`src/alist_pkg.sv`:
```
// shared types and constants for the array list unit
package alist_pkg;

  localparam int CAPACITY   = 64;
  localparam int VALUE_BITS = 32;
  localparam int IDX_W      = 6;
  localparam int CNT_W      = 7;

  typedef enum logic [1:0] {
    OP_INSERT = 2'd0,
    OP_DELETE = 2'd1,
    OP_SEARCH = 2'd2
  } op_t;

  typedef enum logic [1:0] {
    ST_OK    = 2'd0,
    ST_FULL  = 2'd1,
    ST_RANGE = 2'd2
  } status_t;

  typedef struct packed {
    logic                  we;
    logic [IDX_W-1:0]      waddr;
    logic [VALUE_BITS-1:0] wdata;
    logic                  re;
    logic [IDX_W-1:0]      raddr;
  } mem_req_t;

endpackage

```
`src/alist_ram.sv`:
```
// simple dual-port ram, one write and one registered read per cycle
module alist_ram #(
  parameter int DEPTH = 64,
  parameter int WIDTH = 32
) (
  input  logic                     clk,
  input  logic                     we,
  input  logic [$clog2(DEPTH)-1:0] waddr,
  input  logic [WIDTH-1:0]         wdata,
  input  logic                     re,
  input  logic [$clog2(DEPTH)-1:0] raddr,
  output logic [WIDTH-1:0]         rdata
);

  logic [WIDTH-1:0] mem [DEPTH];

  always_ff @(posedge clk) begin
    if (we) begin
      mem[waddr] <= wdata;
    end
  end

  always_ff @(posedge clk) begin
    if (re) begin
      rdata <= mem[raddr];
    end
  end

endmodule

```
`src/alist_ctrl.sv`:
```
// sequencer for insert, delete and search over the element ram
module alist_ctrl (
  input  logic                              clk,
  input  logic                              rst,
  input  logic                              start,
  output logic                              busy,
  input  logic [1:0]                        op,
  input  logic [6:0]                        position,
  input  logic signed [31:0]                item_value,
  output alist_pkg::mem_req_t               mem_req,
  input  logic [alist_pkg::VALUE_BITS-1:0]  mem_rdata,
  output logic                              result_valid,
  output logic [1:0]                        status,
  output logic                              found,
  output logic [5:0]                        match_position,
  output logic [6:0]                        entry_count,
  output logic                              last
);
  import alist_pkg::*;

  typedef enum logic [5:0] {
    S_IDLE     = 6'b000001,
    S_SHIFT_UP = 6'b000010,
    S_SHIFT_DN = 6'b000100,
    S_PLACE    = 6'b001000,
    S_SEARCH   = 6'b010000,
    S_FLUSH    = 6'b100000
  } state_t;

  state_t                state;
  logic [CNT_W-1:0]      len;
  logic [IDX_W-1:0]      lim;
  logic [VALUE_BITS-1:0] val;
  logic [IDX_W-1:0]      rd_ptr;
  logic                  rd_more;
  logic [IDX_W-1:0]      wr_ptr;
  logic                  wr_live;
  logic [IDX_W-1:0]      pend_pos;
  logic                  pend_live;
  logic                  accept;
  logic                  hit;

  assign busy        = (state != S_IDLE);
  assign accept      = start && (state == S_IDLE);
  assign entry_count = len;
  assign hit         = wr_live && (mem_rdata == val);

  // ram request: direct append, shift traffic, search reads, final placement
  always_comb begin
    mem_req = '0;
    unique case (state)
      S_IDLE: begin
        if (accept && (op == OP_INSERT) && (position == len) &&
            (len != CNT_W'(CAPACITY))) begin
          mem_req.we    = 1'b1;
          mem_req.waddr = position[IDX_W-1:0];
          mem_req.wdata = item_value[VALUE_BITS-1:0];
        end
      end
      S_SHIFT_UP, S_SHIFT_DN: begin
        mem_req.re    = rd_more;
        mem_req.raddr = rd_ptr;
        mem_req.we    = wr_live;
        mem_req.waddr = wr_ptr;
        mem_req.wdata = mem_rdata;
      end
      S_SEARCH: begin
        mem_req.re    = rd_more;
        mem_req.raddr = rd_ptr;
      end
      S_PLACE: begin
        mem_req.we    = 1'b1;
        mem_req.waddr = lim;
        mem_req.wdata = val;
      end
      S_FLUSH: begin
        mem_req = '0;
      end
      default: begin
        mem_req = '0;
      end
    endcase
  end

  always_ff @(posedge clk) begin
    if (rst) begin
      state        <= S_IDLE;
      len          <= '0;
      rd_more      <= 1'b0;
      wr_live      <= 1'b0;
      pend_live    <= 1'b0;
      result_valid <= 1'b0;
    end else begin
      result_valid   <= 1'b0;
      found          <= 1'b0;
      match_position <= '0;
      last           <= 1'b1;
      unique case (state)
        S_IDLE: begin
          if (accept) begin
            case (op)
              OP_INSERT: begin
                if (position > len) begin
                  result_valid <= 1'b1;
                  status       <= ST_RANGE;
                end else if (len == CNT_W'(CAPACITY)) begin
                  result_valid <= 1'b1;
                  status       <= ST_FULL;
                end else if (position == len) begin
                  len          <= len + CNT_W'(1);
                  result_valid <= 1'b1;
                  status       <= ST_OK;
                end else begin
                  lim     <= position[IDX_W-1:0];
                  val     <= item_value[VALUE_BITS-1:0];
                  rd_ptr  <= len[IDX_W-1:0] - IDX_W'(1);
                  rd_more <= 1'b1;
                  wr_live <= 1'b0;
                  state   <= S_SHIFT_UP;
                end
              end
              OP_DELETE: begin
                if (position >= len) begin
                  result_valid <= 1'b1;
                  status       <= ST_RANGE;
                end else if (position == len - CNT_W'(1)) begin
                  len          <= len - CNT_W'(1);
                  result_valid <= 1'b1;
                  status       <= ST_OK;
                end else begin
                  lim     <= len[IDX_W-1:0] - IDX_W'(1);
                  rd_ptr  <= position[IDX_W-1:0] + IDX_W'(1);
                  rd_more <= 1'b1;
                  wr_live <= 1'b0;
                  state   <= S_SHIFT_DN;
                end
              end
              OP_SEARCH: begin
                if (len == '0) begin
                  result_valid <= 1'b1;
                  status       <= ST_OK;
                end else begin
                  lim       <= len[IDX_W-1:0] - IDX_W'(1);
                  val       <= item_value[VALUE_BITS-1:0];
                  rd_ptr    <= '0;
                  rd_more   <= 1'b1;
                  wr_live   <= 1'b0;
                  pend_live <= 1'b0;
                  state     <= S_SEARCH;
                end
              end
              default: begin
                result_valid <= 1'b1;
                status       <= ST_RANGE;
              end
            endcase
          end
        end
        S_SHIFT_UP: begin
          if (rd_more) begin
            wr_ptr  <= rd_ptr + IDX_W'(1);
            wr_live <= 1'b1;
            if (rd_ptr == lim) begin
              rd_more <= 1'b0;
            end else begin
              rd_ptr <= rd_ptr - IDX_W'(1);
            end
          end else begin
            // last shifted entry lands this cycle
            wr_live <= 1'b0;
            state   <= S_PLACE;
          end
        end
        S_PLACE: begin
          len          <= len + CNT_W'(1);
          result_valid <= 1'b1;
          status       <= ST_OK;
          state        <= S_IDLE;
        end
        S_SHIFT_DN: begin
          if (rd_more) begin
            wr_ptr  <= rd_ptr - IDX_W'(1);
            wr_live <= 1'b1;
            if (rd_ptr == lim) begin
              rd_more <= 1'b0;
            end else begin
              rd_ptr <= rd_ptr + IDX_W'(1);
            end
          end else begin
            wr_live      <= 1'b0;
            len          <= len - CNT_W'(1);
            result_valid <= 1'b1;
            status       <= ST_OK;
            state        <= S_IDLE;
          end
        end
        S_SEARCH: begin
          if (rd_more) begin
            wr_ptr  <= rd_ptr;
            wr_live <= 1'b1;
            if (rd_ptr == lim) begin
              rd_more <= 1'b0;
            end else begin
              rd_ptr <= rd_ptr + IDX_W'(1);
            end
          end else begin
            wr_live <= 1'b0;
            state   <= S_FLUSH;
          end
          // a match is held back one step so the final one can carry last
          if (hit) begin
            if (pend_live) begin
              result_valid   <= 1'b1;
              status         <= ST_OK;
              found          <= 1'b1;
              match_position <= pend_pos;
              last           <= 1'b0;
            end
            pend_pos  <= wr_ptr;
            pend_live <= 1'b1;
          end
        end
        S_FLUSH: begin
          result_valid   <= 1'b1;
          status         <= ST_OK;
          found          <= pend_live;
          match_position <= pend_live ? pend_pos : '0;
          pend_live      <= 1'b0;
          state          <= S_IDLE;
        end
        default: begin
          state <= S_IDLE;
        end
      endcase
    end
  end

endmodule

```
`src/array_list_insert_delete_search_unit.sv`:
```
// top level of the array list unit: sequencer plus element ram
//
// usage
// - a command transfers at a rising edge with start high and busy low:
//   op (insert, delete, search), position and item_value
// - results come out one per cycle as a one-cycle pulse on result_valid
//   with status, found, match_position, entry_count and last; the receiver
//   must take every pulse, there is no back-pressure
// - errors (list full, position out of range, unused op) give one result
//   the cycle after the command, list untouched
// - insert and delete at the tail also give their result the cycle after
// - insert at position p with n entries: one ram read and one ram write
//   per cycle while entries move up one place, then the item is placed at p
// - delete at position p: same shift walk downwards
// - search: one entry read per cycle; each match is held until the next
//   one is found so that the final one carries last
// - final result is on the ports in the first cycle with busy low
// - reset clears the entry count and control state, not the ram; the ram is
//   never read below the count before being written, so needs no clearing pass
module array_list_insert_delete_search_unit (
  input  logic               clk,
  input  logic               rst,
  input  logic               start,
  output logic               busy,
  input  logic [1:0]         op,
  input  logic [6:0]         position,
  input  logic signed [31:0] item_value,
  output logic               result_valid,
  output logic [1:0]         status,
  output logic               found,
  output logic [5:0]         match_position,
  output logic [6:0]         entry_count,
  output logic               last
);
  import alist_pkg::*;

  mem_req_t              mem_req;
  logic [VALUE_BITS-1:0] mem_rdata;

  // command sequencer, owns the entry count and the result register
  alist_ctrl u_ctrl (
    .clk            (clk),
    .rst            (rst),
    .start          (start),
    .busy           (busy),
    .op             (op),
    .position       (position),
    .item_value     (item_value),
    .mem_req        (mem_req),
    .mem_rdata      (mem_rdata),
    .result_valid   (result_valid),
    .status         (status),
    .found          (found),
    .match_position (match_position),
    .entry_count    (entry_count),
    .last           (last)
  );

  // element store, read data registered and valid in the cycle after the address
  alist_ram #(
    .DEPTH (CAPACITY),
    .WIDTH (VALUE_BITS)
  ) u_ram (
    .clk   (clk),
    .we    (mem_req.we),
    .waddr (mem_req.waddr),
    .wdata (mem_req.wdata),
    .re    (mem_req.re),
    .raddr (mem_req.raddr),
    .rdata (mem_rdata)
  );

endmodule

```
`config.mk`:
```
export PLATFORM = sky130hd
export DESIGN_NAME = array_list_insert_delete_search_unit
export DESIGN_NICKNAME = d
export VERILOG_FILES = /design/src/alist_pkg.sv /design/src/alist_ram.sv /design/src/alist_ctrl.sv /design/src/array_list_insert_delete_search_unit.sv
export SDC_FILE = /design/constraint.sdc
export NUM_CORES = 2
export LEC_CHECK = 0
export BUFFER_PORTS_ARGS = -buffer_cell sky130_fd_sc_hd__buf_2
export CORE_MARGIN = 2
export CORE_UTILIZATION = 45
export CTS_CLUSTER_DIAMETER = 200
export CTS_CLUSTER_SIZE = 8
export DETAILED_ROUTE_END_ITERATION = 6
export SLEW_MARGIN = 20
export SYNTH_ARGS = -nofsm -noshare
export SYNTH_HDL_FRONTEND = slang
export SYNTH_HIERARCHICAL = 1
export SYNTH_SLANG_ARGS = --single-unit
```
`constraint.sdc`:
```
create_clock -name clk -period 8.68 [get_ports clk]
set_clock_uncertainty 0.15 [all_clocks]
set_input_delay 2.604 -clock clk [delete_from_list [all_inputs] [get_ports clk]]
set_output_delay 2.604 -clock clk [all_outputs]
set_load 0.1 [all_outputs]
```
# After elaboration in Yosys (flattened, before gate mapping)
# Memory sizes are Yosys's and may differ from the RTL's. A register that Yosys moved wholly into a read port is not among the register bits.
# Cells that the tools add are included.
[word_totals] reg_bits=83 mem_bits_rw=2048 out_inout_bits=19 word_cells=212 memories=1
[classes] addsub=6 n_lt_le_gt_ge=2 eq_ne=48 mux=109 n_bitwise=1 n_reduce_logical=30
[memory_table] name="u_ram.mem" words=64 word_bits=32 rd=1 rd_clocked_by_memory_dff=1 wr=1 line="alist_ram.sv:15" text="logic [WIDTH-1:0] mem [DEPTH];"
[ops] operator="$mux W6" count=32
[ops] operator="$mux W32" count=4
[ops] operator="$pmux W39 S3" count=1
[ops] operator="$pmux W6 S3" count=5
[ops] operator="$pmux W32 S2" count=1
[ops] operator="$mux W7" count=8
[ops] operator="$mux W39" count=1
[ops] operator="$mux W1" count=33
[ops] operator="$eq A32 B32 Y1" count=1
[ops] operator="$ne A3 B3 Y1 const B" count=10
[ops] operator="$reduce_and A9 Y1" count=3
[ops] operator="$ne A2 B2 Y1 const B" count=13
[ops] operator="$pmux W6 S4" count=1
[ops] operator="$pmux W7 S3" count=1
[ops] operator="$mux W2" count=10
[ops] operator="$reduce_bool A3 Y1" count=5
[ops] operator="$eq A7 B7 Y1" count=2
[ops] operator="$ne A2 B1 Y1 const B" count=7
[ops] operator="$pmux W7 S2" count=1
[ops] operator="$reduce_and A14 Y1" count=1
[ops] operator="$add A6 B1 Y6 const B" count=2
[ops] operator="$pmux W1 S3" count=4
[ops] operator="$pmux W6 S2" count=1
[ops] operator="$sub A6 B1 Y6 const B" count=2
[ops] operator="36 further kinds" count=47

# Logic depth before layout (Yosys ltp)
[logic_depth] ltp_word=9 ltp_mapped=16

# Modules after synthesis
# Netlist, hierarchy kept.
[modules_own_cells] module="alist_ram" n_inst=1 cells_each=3511 area_each_um2=79359.9 seq_area_each_um2=62459.9
[modules_own_cells] module="alist_ctrl" n_inst=1 cells_each=577 area_each_um2=5338.9 seq_area_each_um2=2322.2

# Least setup slack after synthesis
# No wires, ideal clock.
[synth_timing] path_kind="input-to-reg" from="input position[6]" to="memory u_ram.mem[28][0] (enable)" setup_time_ps=421 t_arrival_ps=6664 t_required_ps=8109 path_slack_ps=1445 path_stages=14 cell_sequence="ha_1 nand4_1 nor2_1 nand2_1 nor3_1 buf_2 buf_1 nand2_1 nand2_1 clkbuf_1 or3b_2 or2_2 clkbuf_1 nor2_1"
[synth_rtl] element="from (decl)" line="array_list_insert_delete_search_unit.sv:26" text="input logic [6:0] position,"
[synth_rtl] element="to (decl)" line="alist_ram.sv:15"

==> results_tabular.tex <==
\begin{tabular}{lr}
\hline
Metric & Value \\
\hline
\multicolumn{2}{l}{\textbf{Run status}} \\
\quad Status & complete, but fails checks \\
\quad Failing checks & design-rule violations \\
\multicolumn{2}{l}{\textbf{Synth}} \\
\quad Area of the mapped netlist & 84700 um2 \\
\quad Net count after synthesis & 4151 \\
\quad Synthesized instance count & 4088 \\
\quad Count leader, synth & sky130\_fd\_sc\_hd\_\_edfxtp\_1 \\
\quad Area fraction of the dominant cell type after synthesis & 76.08\% \\
\quad Post-synth top area cell & sky130\_fd\_sc\_hd\_\_edfxtp\_1 \\
\quad Top cells by instance count after synthesis & 2146 x sky130\_fd\_sc\_hd\_\_edfxtp\_1, 446 x sky130\_fd\_sc\_hd\_\_mux4\_2, 192 x sky130\_fd\_sc\_hd\_\_mux2i\_1 \\
\quad Number of synthesized flops with an enable pin & 2146 \\
\quad Dominant cells by area after synthesis & sky130\_fd\_sc\_hd\_\_edfxtp\_1 76\%, sky130\_fd\_sc\_hd\_\_mux4\_2 12\%, sky130\_fd\_sc\_hd\_\_mux2i\_1 2.3\% \\
\quad Asr flop ratio synth & 0\% \\
\quad Register bit count reported by yosys & 2163 \\
\quad Mean Syn Cell Area & 20.72 um2 \\
\quad Distinct cell type count after synthesis & 69 \\
\quad Seq/Total Area, Yosys & 76.49\% \\
\quad Ys Warns & 6 \\
\quad Most frequently used flop master after synthesis & sky130\_fd\_sc\_hd\_\_edfxtp\_1 \\
\multicolumn{2}{l}{\textbf{Finish}} \\
\quad Multi-input combinational cell area & 19170 um2 \\
\quad Post-Layout Inst Area & 97320 um2 \\
\quad Layout cell share with drive strength beyond 1 & 25.41\% \\
\quad Number of fill cells in the layout & 14496 \\
\quad Signed area change from the synthesized netlist to the final layout & 14.90\% \\
\quad Flip-flop and latch area & 64780 um2 \\
\quad Net count reported at finish & 4454 \\
\multicolumn{2}{l}{\textbf{Critical path}} \\
\quad Reg-to-Reg Start & u\_ctrl/state[4] \\
\quad CP Data Required Time & 9060 ps \\
\quad Most used cell along the critical path & sky130\_fd\_sc\_hd\_\_buf\_4 \\
\quad Maximum net fanout on the critical path & 34 \\
\quad Worst reg2reg endpoint & u\_ram/rdata[3] \\
\quad Reg2Reg Depth & 12 \\
\quad Worst Setup Start Kind & input port \\
\quad Category of the worst setup path capture point & flop \\
\quad Cell-by-cell trace of the critical path & buf\_2 -> ha\_1 -> nand4\_1 -> nor2\_1 -> nand2\_1 -> nor3\_2 -> buf\_4 -> a211o\_1 -> nand3\_1 -> nor2\_4 -> buf\_4 \\
\quad Arrival time of data at the critical path endpoint & 6720 ps \\
\quad Setup slack of the worst register-to-register path & 2920 ps \\
\quad Number of buffers and inverters on the critical path & 3 \\
\quad Kind of critical path & in2reg \\
\quad Worst path top cell family by delay & simple AND/OR/NAND/NOR gates \\
\quad Slowest cell on the critical path & sky130\_fd\_sc\_hd\_\_nand3\_1 \\
\quad Critical Path Max Stage Delay & 830 ps \\
\multicolumn{2}{l}{\textbf{Power}} \\
\quad Net switching share of the total power & 19.89\% \\
\quad Internal & 0.01816 W \\
\quad Sequential Power Share & 50.5\% \\
\quad Maximum VDD drop & 210.4 uV \\
\quad Areal power density over the cells & 232.9 nW/um2 \\
\quad Combinational fraction of design power & 2.7\% \\
\quad Switching power of the nets & 0.004508 W \\
\quad Static leakage & 25.60 nW \\
\quad Clk network pwr share & 46.9\% \\
\multicolumn{2}{l}{\textbf{Route}} \\
\quad Detailed-router iteration count before antenna repair & 7 \\
\quad Final wirelength & 230600 um \\
\quad Vias per cell & 6.278 \\
\quad Iter 0 DRT Violations & 5803 \\
\quad WL per Instance & 33.33 um \\
\quad Via count & 43428 \\
\quad Antenna violation net count after detailed routing & 0 \\
\quad Number of remaining DRC errors & 3 \\
\multicolumn{2}{l}{\textbf{Die}} \\
\quad Die height & 437.8 um \\
\quad Starting density of the core & 45.20\% \\
\quad Placeable core region & 187400 um2 \\
\quad DIE AREA & 191700 um2 \\
\quad Die extent in x & 437.8 um \\
\quad \# IOs & 63 \\
\quad Rows & 159 \\
\multicolumn{2}{l}{\textbf{GRT}} \\
\quad Largest net degree at the start of global routing & 84 \\
\quad Number of antenna violations at the first check in global routing & 14 \\
\quad Wire length of the first global-routing pass & 325500 um \\
\quad Via count of the first global-routing pass & 42237 \\
\quad GRT overflow & 0 \\
\quad All-Layer GR Usage & 23.97\% \\
\multicolumn{2}{l}{\textbf{Placement}} \\
\quad \# port buffers & 62 \\
\quad RD Place Congestion & 0.8946 \\
\quad Setup WS pre-CTS & 1524 ps \\
\quad Dpl cell area & 88840 um2 \\
\quad HPWL reported at the end of detailed placement & 141500 um \\
\multicolumn{2}{l}{\textbf{Clocking}} \\
\quad Clock tree from TritonCTS & yes \\
\quad Max Buffers Root-to-Sink & 4 \\
\quad Resize count post-CTS & 0 \\
\quad Number of post-CTS setup repair buffers & 0 \\
\quad Clock insertion delay at the later pin of the skew report & 930 ps \\
\quad Clock sink count & 2163 \\
\quad Number of buffers created by CTS & 320 \\
\quad Quantity of hold-fixing buffers added after cts & 0 \\
\quad Cell at the root of the clock tree & sky130\_fd\_sc\_hd\_\_clkbuf\_16 \\
\quad Htree depth & 5 \\
\quad Clock edge transition at the registers on the reported setup and hold paths & 50 ps \\
\multicolumn{2}{l}{\textbf{STA}} \\
\quad Number of max-slew violations in the final report & 0 \\
\quad Maximum clock frequency & 157.6 MHz \\
\quad Final-report hold violation count & 0 \\
\quad Max transition margin & 23.16\% \\
\quad Least-Margin Pin Slew & 1153 ps \\
\quad Unrepaired setup endpoints after global routing & false \\
\quad Setup\_tns & 0 ps \\
\quad Final setup violation count & 0 \\
\quad Time the worst path needs with I/O delays and setup & 6344 ps \\
\quad Final critical-path setup slack & 2336 ps \\
\quad Period Utilization, post-route & 73.08\% \\
\multicolumn{2}{l}{\textbf{Min path}} \\
\quad Terminating pin of the worst hold path & u\_ctrl/pend\_live \\
\quad Instance count along the most critical hold path & 2 \\
\quad Hold wc startpoint & u\_ctrl/pend\_live \\
\quad Worst min-delay path class & reg2reg \\
\multicolumn{2}{l}{\textbf{Flow run}} \\
\quad Max-cap check violation count & 0 \\
\hline
\end{tabular}
## worst max path at each step
stage | startpoint | end | slack, ps | cells past startpoint
after detailed placement | position[4] | u_ram/mem[37][26] | 1520 | 11
after global placement | position[5] | u_ram/mem[37][24] | 1540 | 11
after floorplan | position[6] | u_ram/mem[28][0] | 1450 | 14
after CTS | position[4] | u_ram/mem[57][8] | 2450 | 11
final | position[4] | u_ram/mem[57][24] | 2340 | 11
after global routing | position[5] | u_ram/mem[57][27] | 2110 | 11
## area by class of cell
cell class,instances,area share (%)
diodes,8,0.02057
well taps,2495,3.208
repair buffers,215,1.923
clock inverters,4,0.03471
inverters,21,0.08100
multi-input cells,1670,19.70
clock buffers,342,8.466
flip-flops and latches,2163,66.57
## power by group through the flow
stage	sequential (W)	combinational, W	clock, W
4_1_cts	0.0114	0.000600	0.0108
6_report	0.0114	0.000604	0.0106
3_5_place_dp	0.0116	0.000597	0
3_3_place_gp	0.0116	0.000595	0
5_1_grt	0.0114	0.000638	0.0112
2_1_floorplan	0.0117	0.000345	0
## worst min-delay path, stage by stage, from the launching register on
cell and delay [ps]:
sky130_fd_sc_hd__dfxtp_1 330, sky130_fd_sc_hd__nand2_1 70, sky130_fd_sc_hd__a21oi_1 60
## metrics by stage
| stage | hold WS, ps | utilization [%] | std cells | power (W) |
|---|---|---|---|---|
| after floorplan | 276.8 | - | 4088 | 0.01203 |
| after global placement | 322.5 | 47.34 | 6551 | 0.01223 |
| after detailed placement | 354.3 | 47.41 | 6556 | 0.01223 |
| after CTS | 361.7 | 51.82 | 6902 | 0.02284 |
| after global routing | 383.3 | 51.92 | 6911 | 0.02329 |
| final | 357.6 | 51.93 | 6918 | 0.02267 |
## cells by family after synthesis
| kind of cell | Yosys count | synth area share (%) |
|---|---|---|
| fa+ha+maj | 19 | 0.2807 |
| compound gates | 496 | 4.114 |
| flops | 2163 | 76.49 |
| mux | 638 | 14.13 |
| xor+xnor | 62 | 0.6574 |
| buf+inv | 255 | 1.755 |
| simple gates | 455 | 2.579 |
## per-layer routing
metal | global-route usage, % | wire (um) | vias to the layer above
met5 | 0 | 51 | -
met4 | 6.340 | 5675 | 6
met3 | 5.100 | 22140 | 307
met2 | 36.30 | 106500 | 2219
met1 | 35.50 | 96260 | 23310
li1 | - | - | 17586
## layout by cell type, fill, tap and decap left out, types with 11 or more instances in the layout
cell | Yosys | routed
sky130_fd_sc_hd__nand2_1 | 132 | 100
sky130_fd_sc_hd__a31oi_1 | 24 | 24
sky130_fd_sc_hd__buf_4 | 29 | 123
sky130_fd_sc_hd__a311o_1 | 12 | 12
sky130_fd_sc_hd__nand2b_1 | 13 | 13
sky130_fd_sc_hd__a22oi_1 | 167 | 167
sky130_fd_sc_hd__o221ai_1 | 21 | 21
sky130_fd_sc_hd__xnor2_1 | 14 | 14
sky130_fd_sc_hd__nor3_1 | 22 | 21
sky130_fd_sc_hd__o21ai_0 | 55 | 55
sky130_fd_sc_hd__dfxtp_1 | 17 | 17
sky130_fd_sc_hd__ha_1 | 19 | 19
sky130_fd_sc_hd__o211ai_1 | 16 | 16
sky130_fd_sc_hd__nand3_1 | 64 | 64
sky130_fd_sc_hd__nor2b_1 | 16 | 11
sky130_fd_sc_hd__clkbuf_1 | 95 | 15
sky130_fd_sc_hd__mux2i_1 | 192 | 192
sky130_fd_sc_hd__o22ai_1 | 48 | 48
sky130_fd_sc_hd__nand2_2 | 0 | 13
sky130_fd_sc_hd__a211oi_1 | 23 | 23
sky130_fd_sc_hd__edfxtp_1 | 2146 | 2146
sky130_fd_sc_hd__nand2_4 | 0 | 19
sky130_fd_sc_hd__clkbuf_16 | 0 | 327
sky130_fd_sc_hd__buf_2 | 59 | 62
sky130_fd_sc_hd__a21oi_1 | 65 | 65
sky130_fd_sc_hd__xor2_1 | 47 | 47
sky130_fd_sc_hd__a211o_1 | 12 | 12
sky130_fd_sc_hd__nor2_1 | 123 | 51
sky130_fd_sc_hd__a22o_1 | 14 | 14
sky130_fd_sc_hd__o22a_1 | 13 | 13
sky130_fd_sc_hd__buf_12 | 3 | 25
sky130_fd_sc_hd__and3_1 | 16 | 16
sky130_fd_sc_hd__nor2_4 | 0 | 70
sky130_fd_sc_hd__mux4_2 | 446 | 446
sky130_fd_sc_hd__inv_1 | 20 | 19
## sequential cells by signal (all words and copies together) (netlist names)
signal / count
u_ctrl/lim: 6
u_ram/rdata: 32
u_ctrl/pend_live: 1
u_ctrl/match_position: 6
u_ctrl/val: 32
u_ctrl/pend_pos: 6
u_ram/mem: 2048
u_ctrl/wr_live: 1
u_ctrl/wr_ptr: 6
u_ctrl/found: 1
u_ctrl/entry_count: 7
u_ctrl/status: 2
u_ctrl/state: 6
u_ctrl/result_valid: 1
u_ctrl/rd_ptr: 6
u_ctrl/last: 1
u_ctrl/rd_more: 1
Note: power is estimated with default switching activity, not from simulation.
